`src/tfec_pkg.sv`:
```
// ---------------------------------------------------------------------------
// Three-floor elevator controller package
// Shared types and fixed constants: call codes, operation codes, register
// indexes, byte codes and reset values.
// ---------------------------------------------------------------------------
package tfec_pkg;

  // Number of floors served by the car.
  localparam int unsigned FLOORS = 3;

  // Kind of request held for a floor.
  typedef enum logic [1:0] {
    CALL_NONE = 2'd0,
    CALL_USER = 2'd1,
    CALL_IDLE = 2'd2
  } call_t;

  // Operation carried by an input word.
  typedef enum logic {
    OP_CALL = 1'b0,
    OP_TICK = 1'b1
  } op_t;

  // Configuration register indexes.
  typedef enum logic {
    REG_DOOR_CLEAR_LOW  = 1'b0,
    REG_DOOR_CLEAR_HIGH = 1'b1
  } reg_idx_t;

  // ASCII codes of the floor call bytes '0' and '2'.
  localparam logic [7:0] BYTE_FLOOR_ZERO = 8'd48;
  localparam logic [7:0] BYTE_FLOOR_TWO  = 8'd50;

  // Highest floor number and saturation limit of a visit count.
  localparam logic [1:0] TOP_FLOOR = 2'd2;
  localparam logic [3:0] TALLY_MAX = 4'd15;

  // Reset values of the door clear window, in cm.
  localparam logic [8:0] DOOR_CLEAR_LOW_RST  = 9'd40;
  localparam logic [8:0] DOOR_CLEAR_HIGH_RST = 9'd45;

endpackage

```
`src/three_floor_elevator_controller.sv`:
```
// ---------------------------------------------------------------------------
// Three-floor elevator controller
// A word accepted at the input is held in the input register, and its
// result word is registered in the result register once that register is
// free or being read; out_valid then stays high until out_ready takes it.
// Throughput: one word per cycle while out_ready is high; each word passes
// once through the input register, the update logic and the result register.
// Reset (rst_n low, synchronous): car at floor 0, door closed, no calls,
// empty history and counts, clear window 40..45 cm; history entries hold
// no reset value and are only read after they have been written.
// ---------------------------------------------------------------------------
module three_floor_elevator_controller #(
  parameter int HISTORY_LEN = 10
) (
  input  logic       clk,
  input  logic       rst_n,
  // Input channel
  input  logic       in_valid,
  output logic       in_ready,
  input  logic       in_op,
  input  logic [7:0] in_call_byte,
  input  logic       in_flame_alarm,
  input  logic       in_gas_alarm,
  input  logic [8:0] in_door_distance_cm,
  // Result channel
  output logic       out_valid,
  input  logic       out_ready,
  output logic [1:0] out_car_floor,
  output logic       out_moving_up,
  output logic       out_moving_down,
  output logic       out_door_is_open,
  output logic [1:0] out_alarm_kind,
  output logic [1:0] out_home_floor,
  output logic [3:0] out_visits_floor_zero,
  output logic [3:0] out_visits_floor_one,
  output logic [3:0] out_visits_floor_two,
  // Configuration port
  input  logic       cfg_we,
  input  logic       cfg_index,
  input  logic [8:0] cfg_wdata
);

  localparam int SLOT_W = $clog2(HISTORY_LEN);
  localparam logic [SLOT_W-1:0] LAST_SLOT = SLOT_W'(HISTORY_LEN - 1);
  localparam logic [5:0] HIST_LEN_W = 6'(HISTORY_LEN);

  // Configuration registers
  logic [8:0] door_clear_low_r;
  logic [8:0] door_clear_high_r;

  // Input register
  logic       in_valid_r;
  logic       op_r;
  logic [7:0] call_byte_r;
  logic       flame_r;
  logic       gas_r;
  logic [8:0] dist_r;

  // Controller state
  logic [1:0]          floor_now_r, floor_now_nxt;
  tfec_pkg::call_t     pend_r [tfec_pkg::FLOORS];
  tfec_pkg::call_t     pend_nxt [tfec_pkg::FLOORS];
  logic [2:0]          door_wanted_r, door_wanted_nxt;
  logic                door_state_r, door_state_nxt;
  logic [1:0]          hist_r [HISTORY_LEN];
  logic [SLOT_W-1:0]   slot_r, slot_nxt;
  logic                wrapped_r, wrapped_nxt;
  logic [3:0]          tally_r [tfec_pkg::FLOORS];
  logic [3:0]          tally_nxt [tfec_pkg::FLOORS];
  logic [1:0]          fav_r, fav_nxt;

  // Result register
  logic       out_valid_r;
  logic [1:0] out_floor_r;
  logic       out_up_r;
  logic       out_down_r;
  logic       out_door_r;
  logic [1:0] out_alarm_r;
  logic [1:0] out_home_r;
  logic [3:0] out_t0_r, out_t1_r, out_t2_r;

  // Handshake between the two register stages
  logic fire;
  assign fire     = in_valid_r && (!out_valid_r || out_ready);
  assign in_ready = !in_valid_r || fire;

  // Floor with the highest count; the lower floor wins a tie.
  function automatic logic [1:0] busiest(input logic [3:0] t0, input logic [3:0] t1,
                                         input logic [3:0] t2);
    logic [1:0] best;
    logic [3:0] best_cnt;
    best     = 2'd2;
    best_cnt = t2;
    if (t1 >= best_cnt) begin
      best     = 2'd1;
      best_cnt = t1;
    end
    if (t0 >= best_cnt) begin
      best = 2'd0;
    end
    return best;
  endfunction

  // Decoded call byte
  logic [7:0] call_off;
  logic       call_hit;
  logic [1:0] call_floor;
  assign call_off   = call_byte_r - tfec_pkg::BYTE_FLOOR_ZERO;
  assign call_hit   = (call_byte_r >= tfec_pkg::BYTE_FLOOR_ZERO) &&
                      (call_byte_r <= tfec_pkg::BYTE_FLOOR_TWO);
  assign call_floor = call_off[1:0];

  logic [1:0] alarm;
  assign alarm = {gas_r, flame_r};

  logic       up, down;
  logic       arr_en;
  logic [1:0] arr_floor;
  logic       log_en;
  logic       door_clear;
  logic       idle_en;

  assign door_clear = (dist_r >= door_clear_low_r) && (dist_r <= door_clear_high_r);

  // Main update: call registration, door closing, one-floor move, arrival
  // and idle target. An arrival always opens the door, so the idle check
  // never sees a count changed in the same word.
  always_comb begin
    floor_now_nxt   = floor_now_r;
    pend_nxt        = pend_r;
    door_wanted_nxt = door_wanted_r;
    door_state_nxt  = door_state_r;
    fav_nxt         = fav_r;
    up              = 1'b0;
    down            = 1'b0;
    arr_en          = 1'b0;
    arr_floor       = 2'd0;
    log_en          = 1'b0;
    idle_en         = 1'b0;

    if (op_r == tfec_pkg::OP_CALL) begin
      if (call_hit) begin
        pend_nxt[call_floor] = tfec_pkg::CALL_USER;
      end
    end else if (alarm == 2'd0) begin
      if (door_state_r) begin
        if (door_clear) begin
          door_state_nxt             = 1'b0;
          door_wanted_nxt[floor_now_r] = 1'b0;
          idle_en                    = 1'b1;
        end
      end else begin
        // Move toward the lowest floor with a pending call.
        if (pend_r[0] != tfec_pkg::CALL_NONE) begin
          if (floor_now_r != 2'd0) begin
            floor_now_nxt = floor_now_r - 2'd1;
            down          = 1'b1;
          end else begin
            arr_en    = 1'b1;
            arr_floor = 2'd0;
          end
        end else if (pend_r[1] != tfec_pkg::CALL_NONE) begin
          if (floor_now_r == 2'd0) begin
            floor_now_nxt = 2'd1;
            up            = 1'b1;
          end else if (floor_now_r == tfec_pkg::TOP_FLOOR) begin
            floor_now_nxt = 2'd1;
            down          = 1'b1;
          end else begin
            arr_en    = 1'b1;
            arr_floor = 2'd1;
          end
        end else if (pend_r[2] != tfec_pkg::CALL_NONE) begin
          if (floor_now_r != tfec_pkg::TOP_FLOOR) begin
            floor_now_nxt = floor_now_r + 2'd1;
            up            = 1'b1;
          end else begin
            arr_en    = 1'b1;
            arr_floor = tfec_pkg::TOP_FLOOR;
          end
        end

        // Arrival: log a user call, drop the call, ask for the door.
        if (arr_en) begin
          log_en                     = (pend_r[arr_floor] == tfec_pkg::CALL_USER);
          pend_nxt[arr_floor]        = tfec_pkg::CALL_NONE;
          door_wanted_nxt[arr_floor] = 1'b1;
        end

        if (door_wanted_nxt[floor_now_nxt]) begin
          door_state_nxt = 1'b1;
        end else begin
          idle_en = 1'b1;
        end
      end
    end

    // Idle target: with no call left, head for the busiest recent floor.
    if (idle_en && pend_nxt[0] == tfec_pkg::CALL_NONE &&
        pend_nxt[1] == tfec_pkg::CALL_NONE && pend_nxt[2] == tfec_pkg::CALL_NONE) begin
      fav_nxt = busiest(tally_r[0], tally_r[1], tally_r[2]);
      if (floor_now_nxt != fav_nxt) begin
        pend_nxt[fav_nxt] = tfec_pkg::CALL_IDLE;
      end
    end
  end

  // Arrival history: retire the oldest entry once the window is full,
  // then count the new arrival, saturating.
  logic [1:0] old_floor;
  assign old_floor = hist_r[slot_r];

  always_comb begin
    tally_nxt   = tally_r;
    slot_nxt    = slot_r;
    wrapped_nxt = wrapped_r;
    if (log_en) begin
      if (wrapped_r && old_floor != 2'd3 && tally_nxt[old_floor] != 4'd0) begin
        tally_nxt[old_floor] = tally_nxt[old_floor] - 4'd1;
      end
      if (tally_nxt[arr_floor] != tfec_pkg::TALLY_MAX) begin
        tally_nxt[arr_floor] = tally_nxt[arr_floor] + 4'd1;
      end
      if (slot_r == LAST_SLOT) begin
        slot_nxt    = '0;
        wrapped_nxt = 1'b1;
      end else begin
        slot_nxt = slot_r + SLOT_W'(1);
      end
    end
  end

  // History store, written at the current slot on a logged arrival.
  always_ff @(posedge clk) begin
    if (fire && log_en) begin
      hist_r[slot_r] <= arr_floor;
    end
  end

  // Configuration registers
  always_ff @(posedge clk) begin
    if (!rst_n) begin
      door_clear_low_r  <= tfec_pkg::DOOR_CLEAR_LOW_RST;
      door_clear_high_r <= tfec_pkg::DOOR_CLEAR_HIGH_RST;
    end else if (cfg_we) begin
      if (cfg_index == tfec_pkg::REG_DOOR_CLEAR_LOW) begin
        door_clear_low_r <= cfg_wdata;
      end else begin
        door_clear_high_r <= cfg_wdata;
      end
    end
  end

  // Input register
  always_ff @(posedge clk) begin
    if (!rst_n) begin
      in_valid_r <= 1'b0;
    end else if (in_ready) begin
      in_valid_r <= in_valid;
    end
  end

  always_ff @(posedge clk) begin
    if (in_valid && in_ready) begin
      op_r        <= in_op;
      call_byte_r <= in_call_byte;
      flame_r     <= in_flame_alarm;
      gas_r       <= in_gas_alarm;
      dist_r      <= in_door_distance_cm;
    end
  end

  // Controller state
  always_ff @(posedge clk) begin
    if (!rst_n) begin
      floor_now_r   <= 2'd0;
      pend_r        <= '{default: tfec_pkg::CALL_NONE};
      door_wanted_r <= 3'b000;
      door_state_r  <= 1'b0;
      slot_r        <= '0;
      wrapped_r     <= 1'b0;
      tally_r       <= '{default: 4'd0};
      fav_r         <= 2'd0;
    end else if (fire) begin
      floor_now_r   <= floor_now_nxt;
      pend_r        <= pend_nxt;
      door_wanted_r <= door_wanted_nxt;
      door_state_r  <= door_state_nxt;
      slot_r        <= slot_nxt;
      wrapped_r     <= wrapped_nxt;
      tally_r       <= tally_nxt;
      fav_r         <= fav_nxt;
    end
  end

  // Result register
  always_ff @(posedge clk) begin
    if (!rst_n) begin
      out_valid_r <= 1'b0;
    end else if (fire) begin
      out_valid_r <= 1'b1;
    end else if (out_ready) begin
      out_valid_r <= 1'b0;
    end
  end

  always_ff @(posedge clk) begin
    if (fire) begin
      out_floor_r <= floor_now_nxt;
      out_up_r    <= up;
      out_down_r  <= down;
      out_door_r  <= door_state_nxt;
      out_alarm_r <= (op_r == tfec_pkg::OP_TICK) ? alarm : 2'd0;
      out_home_r  <= fav_nxt;
      out_t0_r    <= tally_nxt[0];
      out_t1_r    <= tally_nxt[1];
      out_t2_r    <= tally_nxt[2];
    end
  end

  assign out_valid             = out_valid_r;
  assign out_car_floor         = out_floor_r;
  assign out_moving_up         = out_up_r;
  assign out_moving_down       = out_down_r;
  assign out_door_is_open      = out_door_r;
  assign out_alarm_kind        = out_alarm_r;
  assign out_home_floor        = out_home_r;
  assign out_visits_floor_zero = out_t0_r;
  assign out_visits_floor_one  = out_t1_r;
  assign out_visits_floor_two  = out_t2_r;

  // An alarm tick leaves the car and the door exactly as they were.
  a_alarm_freeze: assert property (@(posedge clk) disable iff (!rst_n)
    fire && op_r == tfec_pkg::OP_TICK && alarm != 2'd0
    |=> $stable(floor_now_r) && $stable(door_state_r) && $stable(slot_r))
    else $error("alarm tick changed controller state");

  // The car never moves while the door is open.
  a_no_move_open: assert property (@(posedge clk) disable iff (!rst_n)
    fire && door_state_r |=> !out_moving_up && !out_moving_down)
    else $error("car moved with the door open");

  // The car only ever stands at one of the three floors.
  a_floor_range: assert property (@(posedge clk) disable iff (!rst_n)
    floor_now_r != 2'd3)
    else $error("car floor out of range");

  // The counts never add up to more than the history window holds.
  a_tally_sum: assert property (@(posedge clk) disable iff (!rst_n)
    ({2'b00, tally_r[0]} + {2'b00, tally_r[1]} + {2'b00, tally_r[2]}) <= HIST_LEN_W)
    else $error("visit counts exceed the history window");

  // Reported upward motion advances the car by one floor.
  a_move_step: assert property (@(posedge clk) disable iff (!rst_n)
    fire && up |=> floor_now_r == $past(floor_now_r) + 2'd1)
    else $error("upward move did not advance one floor");

endmodule
```
`config.mk`:
```
export PLATFORM = sky130hd
export DESIGN_NAME = three_floor_elevator_controller
export DESIGN_NICKNAME = d
export VERILOG_FILES = /design/src/tfec_pkg.sv /design/src/three_floor_elevator_controller.sv
export SDC_FILE = /design/constraint.sdc
export NUM_CORES = 1
export LEC_CHECK = 0
export CAP_MARGIN = 20
export CORE_ASPECT_RATIO = 1.2
export CORE_UTILIZATION = 58
export CTS_CLUSTER_DIAMETER = 150
export DETAILED_ROUTE_END_ITERATION = 12
export DONT_BUFFER_PORTS = 1
export PLACE_DENSITY = 0.76
export SYNTH_ARGS = -nofsm -noshare
export SYNTH_HDL_FRONTEND = slang
export SYNTH_SLANG_ARGS = --single-unit
```
`constraint.sdc`:
```
create_clock -name clk -period 4 [get_ports clk]
set_clock_uncertainty 0.05 [all_clocks]
set_input_delay 0 -clock clk [delete_from_list [all_inputs] [get_ports clk]]
set_output_delay 0 -clock clk [all_outputs]
set_load 0.01 [all_outputs]
```
==> impl_metrics.ini, run 1 <==
[timing]
whs_ns = 0.0210
finalCriticalPeriod_ns = 3.79
finalSetupViolCount = 0
hold_violations = 0
fmax_mhz = 264
slew_viol_final = 0
worst_pin_slew_ns = 1.13
fin_setup_tns_ns = 0
period_share = 0.947
slew_headroom = 0.242
rsz0062_at_grt = no

[grt]
grt_pass1_vias = 5493
antenna_found_initial = 0
grt.total_usage = 0.324
grt_max_degree = 30
grt.overflow.total = 0
grt_pass1_wl_um = 28000

[route]
routed_wl_um = 17700
avgViaCountPerCell = 6.26
post_drt_wl_per_cell_um = 20.2
dr.pass1.iters = 7
vias = 5485
drc = 0
drt_iter0_markers = 385
route.antenna.remaining_nets = 0

[yosys]
syn_nets = 736
synth_ff_type = edfxtp_1
synth-edff-count = 61
synthCells = 667
yosysTopAreaCell = edfxtp_1
ys_ff_latch = 116
syn_area_per_cell_um2 = 9.48
yosys-top-cells-area = edfxtp_1 29%, dfxtp_1 17%, ha_1 6.7%
synth_top_area_frac = 0.290
yosys_warnings = 0
async_flop_share = 0
synthDistinctLibCells = 69
netlist_area_um2 = 6320
ys_seq_area_frac = 0.464

[power_and_ir_drop]
powerDensity_nw_per_um2 = 400
ir_worst_vdd_v = 0.000382
leakagePower_nw = 2.80
p_total_mw = 3.08

[placed_design]
post-place-cells = 804
numPortBuffers = 0
hpwl_um = 11600
gp_congestion = 0.952

[critical_path]
path_max_fanout = 8
cp-start-kind = flop
worst_setup_path_end_kind = flop
worstSetupPathType = reg -> reg
arrival_ns = 3.90
critical_path.top_delay_family = compound AO/OA/AOI/OAI gates
path_cells = mux4_2 > mux2_4 > a311o_1 > a22oi_4 > xnor2_1 > o22ai_2 > a211oi_4 > a31oi_4 > nor2_1 > a21oi_1 > mux2_2
timing.critical_path.buf_inv = 0
worst_path_max_delay_cell = mux4_2
cp.required_ns = 4.12
slowest_delay_ns = 0.56

[clock_network]
clock_path_buffers = 2
tritoncts = done
clock_sinks = 116
postCtsSetupRepairBufs = 0
clk_latency_ns = 0.42
clk_pin_slew_ns = 0.06
cts_inserted_buffers = 17
htree_levels = 4
cts_root_buffer = clkbuf_16

[die]
core_area_um2 = 10600
fp.dieH_um = 116
dieArea_um2 = 11300
rows = 41
start_util = 0.598
io_pins = 58
fp.dieW_um = 97.3

[run_status]
status = complete, no violations

[run]
cap_violations = 0

[final_layout]
antenna_cells = 0
mostFrequentLayoutCell = nand2_1
areaGrowthSynthToFinish_pct = 21.9
final_cell_count_no_fill = 876
most-common-layout-cells = 78 x nand2_1, 73 x a21oi_1, 61 x edfxtp_1
fillers = 725
nets = 803
drive_above_1_share = 0.133

[worst_hold_path]
hold_class = in -> reg
==> path summary, 6_finish.rpt <==
kind / startpoint / endpoint / slack, ns / cells past startpoint
setup / recovery: flop / out_visits_floor_one[1] / 0.21 / 11
hold / removal: cfg_we / door_clear_low_r[7] / 0.02 / 3
setup reg to reg: flop / out_visits_floor_one[1] / 0.21 / 11
hold reg to reg: door_clear_low_r[7] / door_clear_low_r[7] / 0.41 / 2
==> worst register-to-register path, delay by kind of cell, from the launching register on <==
kind | cells | cell delay, ns
simple gates | 1 | 0.12
xor+xnor | 1 | 0.23
compound gates | 6 | 1.50
mux | 3 | 1.15
flops | 1 | 0.48
==> timing repair <==
item,4_1_cts,5_1_grt
endpoints found under the hold margin,58,8
gates resized for setup,0,5
hold buffers,38,1
setup endpoints to repair,0,22
==> metal layers <==
| layer | wire, um | GRT usage | up-vias |
|---|---|---|---|
| met5 | 0 | 0 | - |
| met4 | 821 | 0.182 | 0 |
| met3 | 1050 | 0.0664 | 71 |
| met2 | 9040 | 0.591 | 250 |
| met1 | 6770 | 0.355 | 2590 |
| li1 | - | - | 2574 |
==> final cells by class <==
cell class / count / area [um2] / share of cell area
Clock buffer: 17 / 425 / 0.0552
Inverter: 39 / 146 / 0.0190
Sequential cell: 116 / 2930 / 0.381
Multi-Input combinational cell: 487 / 3170 / 0.411
Timing Repair Buffer: 73 / 666 / 0.0864
Clock inverter: 15 / 203 / 0.0263
Tap cell: 129 / 161 / 0.0210
==> kinds of logic after synthesis <==
group | Yosys count | synth area share
adder cells (fa/ha/maj) | 34 | 0.0673
buffers and inverters | 64 | 0.0400
XOR/XNOR | 6 | 0.00831
flip-flops | 116 | 0.464
multiplexers | 25 | 0.0501
AND/OR/NAND/NOR | 225 | 0.166
AO/OA/AOI/OAI | 197 | 0.205
==> report_power, final <==
| part | internal (mW) | switching, mW |
|---|---|---|
| registers | 1.28 | 0.0224 |
| clock network | 1.04 | 0.576 |
| logic | 0.0678 | 0.0850 |
==> synth_stat cells (4+ instances only) <==
library cell,n
nand2_1,78
a21oi_1,74
edfxtp_1,61
dfxtp_1,55
nor2_1,53
o21ai_0,43
inv_1,37
ha_1,34
nand3_1,26
clkbuf_1,20
nor3_1,16
o211ai_1,13
mux2i_1,11
a21o_1,10
and2_1,8
nand2b_1,8
o21a_1,8
mux2_2,7
nor4_1,7
nor2b_1,5
xnor2_1,5
and3_1,4
mux4_2,4
nand4_1,4
or2_2,4
or3_1,4
==> flip-flops by register name, summed over array words and instances, names as in the netlist, 2 cells and up, named ones only <==
name / count
door_clear_high_r: 9
out_alarm_kind: 2
out_visits_floor_two: 4
door_clear_low_r: 9
hist_r: 20
out_car_floor: 2
floor_now_r: 2
tally_r: 12
call_byte_r: 8
fav_r: 2
out_home_floor: 2
dist_r: 9
pend_r: 6
door_wanted_r: 3
slot_r: 4
out_visits_floor_zero: 4
out_visits_floor_one: 4
==> stage by stage <==
| step | util | instance area, um2 | setup WS (ns) |
|---|---|---|---|
| 2_1_floorplan | - | 6320 | 0.249 |
| 3_3_place_gp | 0.627 | 6630 | 0.158 |
| 3_5_place_dp | 0.627 | 6630 | 0.0200 |
| 4_1_cts | 0.723 | 7640 | 0.00338 |
| 5_1_grt | 0.729 | 7700 | 0.0229 |
| 6_report | 0.729 | 7700 | 0.211 |
No activity file was read; power rests on OpenSTA's default activity.
==> run 2: changes to the inputs <==
--- a/config.mk
+++ b/config.mk
@@ -5,10 +5,12 @@
 export SDC_FILE = /design/constraint.sdc
 export NUM_CORES = 1
 export LEC_CHECK = 0
+export ABC_AREA = 1
 export CAP_MARGIN = 20
 export CORE_ASPECT_RATIO = 1.2
 export CORE_UTILIZATION = 58
 export CTS_CLUSTER_DIAMETER = 150
+export CTS_CLUSTER_SIZE = 40
 export DETAILED_ROUTE_END_ITERATION = 12
 export DONT_BUFFER_PORTS = 1
 export PLACE_DENSITY = 0.76
==> run 2 against run 1 <==
- the flow now finishes with violations (DRC)
- core utilization down 2.4 points
- design area down 2.8%
- register-to-register slack better by 0.24 ns
- critical path depth grew 11
==> impl_metrics.ini, run 2 <==
[run_status]
status = complete, but fails checks
failed_checks = DRC

[timing]
finalSetupViolCount = 0
slew_headroom = 0.367
hold_violations = 0
period_share = 0.886
whs_ns = 0.0386
finalCriticalPeriod_ns = 3.54
fmax_mhz = 282
rsz0062_at_grt = no
slew_viol_final = 0
worst_pin_slew_ns = 0.947
fin_setup_tns_ns = 0

[yosys]
yosys-top-cells-area = edfxtp_1 29%, dfxtp_1 17%, nand2_1 9.6%
ys_ff_latch = 116
synthDistinctLibCells = 45
synth-edff-count = 61
syn_area_per_cell_um2 = 8.12
synth_ff_type = edfxtp_1
yosysTopAreaCell = edfxtp_1
synth_top_area_frac = 0.287
synthCells = 787
ys_top_cells_by_count = 164 x nand2_1, 123 x inv_1, 63 x o21ai_0, 61 x edfxtp_1, 58 x nor2_1
yosys_warnings = 0
ys_seq_area_frac = 0.459
yosysMostFrequentCell = nand2_1
syn_nets = 856
netlist_area_um2 = 6390
async_flop_share = 0

[placed_design]
gp_congestion = 1.01
post-place-cells = 908
hpwl_um = 11600
numPortBuffers = 0

[clock_network]
clk_latency_ns = 0.42
cts_root_buffer = clkbuf_16
clk_pin_slew_ns = 0.06
postCtsSetupRepairBufs = 0
clock_sinks = 116
clock_path_buffers = 2
tritoncts = done
htree_levels = 4
cts_inserted_buffers = 17

[run]
cap_violations = 0

[critical_path]
worstSetupPathType = reg -> reg
slowest_delay_ns = 0.45
cp-start-kind = flop
worst_path_max_delay_cell = dfxtp_2
arrival_ns = 3.63
path_max_fanout = 12
cp.required_ns = 4.09
path_cells = inv_2 > nand2_1 > nand2_1 > nand2_1 > nand3_1 > nand3_1 > nand2_2 > inv_1 > nand3_1 > nand2_2 > nor2_4 > nand2_4 > nand3_4 > o21ai_1 > nand2_1 > nand3_2 > ha_1 > nand2_4 > o21bai_1 > nand2_1 > nand3_1 > o21ai_0
path_common_cell = nand2_1
worst_setup_path_end_kind = flop

[grt]
met1_usage = 0.321
grt.total_usage = 0.308
use_met3 = 0.0612
grt.overflow.total = 0
grt_use_met2 = 0.591
antenna_found_initial = 0
grt_pass1_vias = 5518
gr-max-usage-layer = met2
grt_pass1_wl_um = 26700
grt_max_degree = 36

[die]
fp.dieH_um = 117
fp.dieW_um = 97.8
io_pins = 58
start_util = 0.602
dieArea_um2 = 11400
core_area_um2 = 10600
rows = 41

[final_layout]
nets = 905
mostFrequentLayoutCell = nand2_1
most-common-layout-cells = 163 x nand2_1, 123 x inv_1, 63 x o21ai_0
fillers = 788
antenna_cells = 0
areaGrowthSynthToFinish_pct = 17.2
final_cell_count_no_fill = 978
multi_input_area_um2 = 2900
final_util = 0.705
drive_above_1_share = 0.0931
biggestRegsByFlops = hist_r (20), tally_r (12)
seq_area_um2 = 2930
regMostFlops = hist_r
largest_register_ffs = 20

[route]
post_drt_wl_per_cell_um = 17.1
drc = 4
routed_wl_um = 16700
drt_iter0_markers = 369
vias = 5545
avgViaCountPerCell = 5.67
route.antenna.remaining_nets = 0
dr.pass1.iters = 9

[power_and_ir_drop]
p_total_mw = 3.02
powerDensity_nw_per_um2 = 403
ir_worst_vdd_v = 0.000399
leakagePower_nw = 3.29

[worst_hold_path]
hold_class = in -> reg
## run 2: cell count changes in the layout (fill, tap and decap cells not counted), moves of 9 or more
cell	change
mux2i_1	-11
o21ai_0	+20
nand4_1	+14
nand2_2	+9
buf_4	-26
inv_1	+86
a21o_1	-10
a21oi_1	-16
nand3_1	+31
nand2_1	+85
## run 2: final timing paths
path,startpoint,end,slack [ns],cells past startpoint
worst max-delay path,flop,out_visits_floor_zero[0],0.46,22
worst min-delay path,cfg_index,door_clear_high_r[4],0.04,2
worst max register to register,flop,out_visits_floor_zero[0],0.46,22
worst min register to register,door_wanted_r[1],door_wanted_r[1],0.41,2
## run 2: metrics by stage
stage	setup WS (ns)	area (um2)
floorplan	0.970	6390
global placement	0.430	6530
detailed placement	0.272	6530
CTS	0.216	7480
global route	0.0890	7480
finish	0.455	7480
## run 2: worst max-delay path: cells and delay by family, from the launching register on
family	cells	cell delay, ns
fa+ha+maj	1	0.26
buf+inv	2	0.31
simple gates	16	1.59
flops	1	0.45
compound gates	3	0.61
## run 2: repair_timing
action	4_1_cts	5_1_grt
hold buffers	38	0
setup endpoints to repair	0	22
hold endpoints to repair	64	0
gates resized for setup	0	2
## run 2: cells by family (layout without fill, tap and decap cells)
kind of cell               count (synthesis)  after routing  share of synthesized area
DFF                                      116            116                      0.459
AOI/OAI and AO/OA                        154            154                      0.136
and+or+nand+nor                          339            339                      0.251
adders and majority gates                 34             34                     0.0666
buffers and inverters                    144            206                     0.0879
## run 2: layout make-up
type                       instances  share of cell area
sequential                       116               0.392
tap                              129              0.0216
multi-input combinational        527               0.387
inverter                         129              0.0654
timing repair buffer              45              0.0578
clock inverter                    15              0.0194
clock buffer                      17              0.0568
## run 2: report_power, final
| group | leakage [nW] | internal [mW] | switching (mW) | total [mW] |
|---|---|---|---|---|
| registers | 1.04 | 1.30 | 0.0282 | 1.32 |
| clock network | 0.277 | 0.869 | 0.595 | 1.46 |
| logic | 1.97 | 0.0871 | 0.144 | 0.231 |
## run 2: routing by layer
| layer | up-vias | wire [um] | part of all wire |
|---|---|---|---|
| li1 | 2745 | - | - |
| met1 | 2565 | 6460 | 0.39 |
| met2 | 187 | 8840 | 0.53 |
| met3 | 48 | 690 | 0.041 |
| met4 | 0 | 684 | 0.041 |
| met5 | - | 0 | 0 |
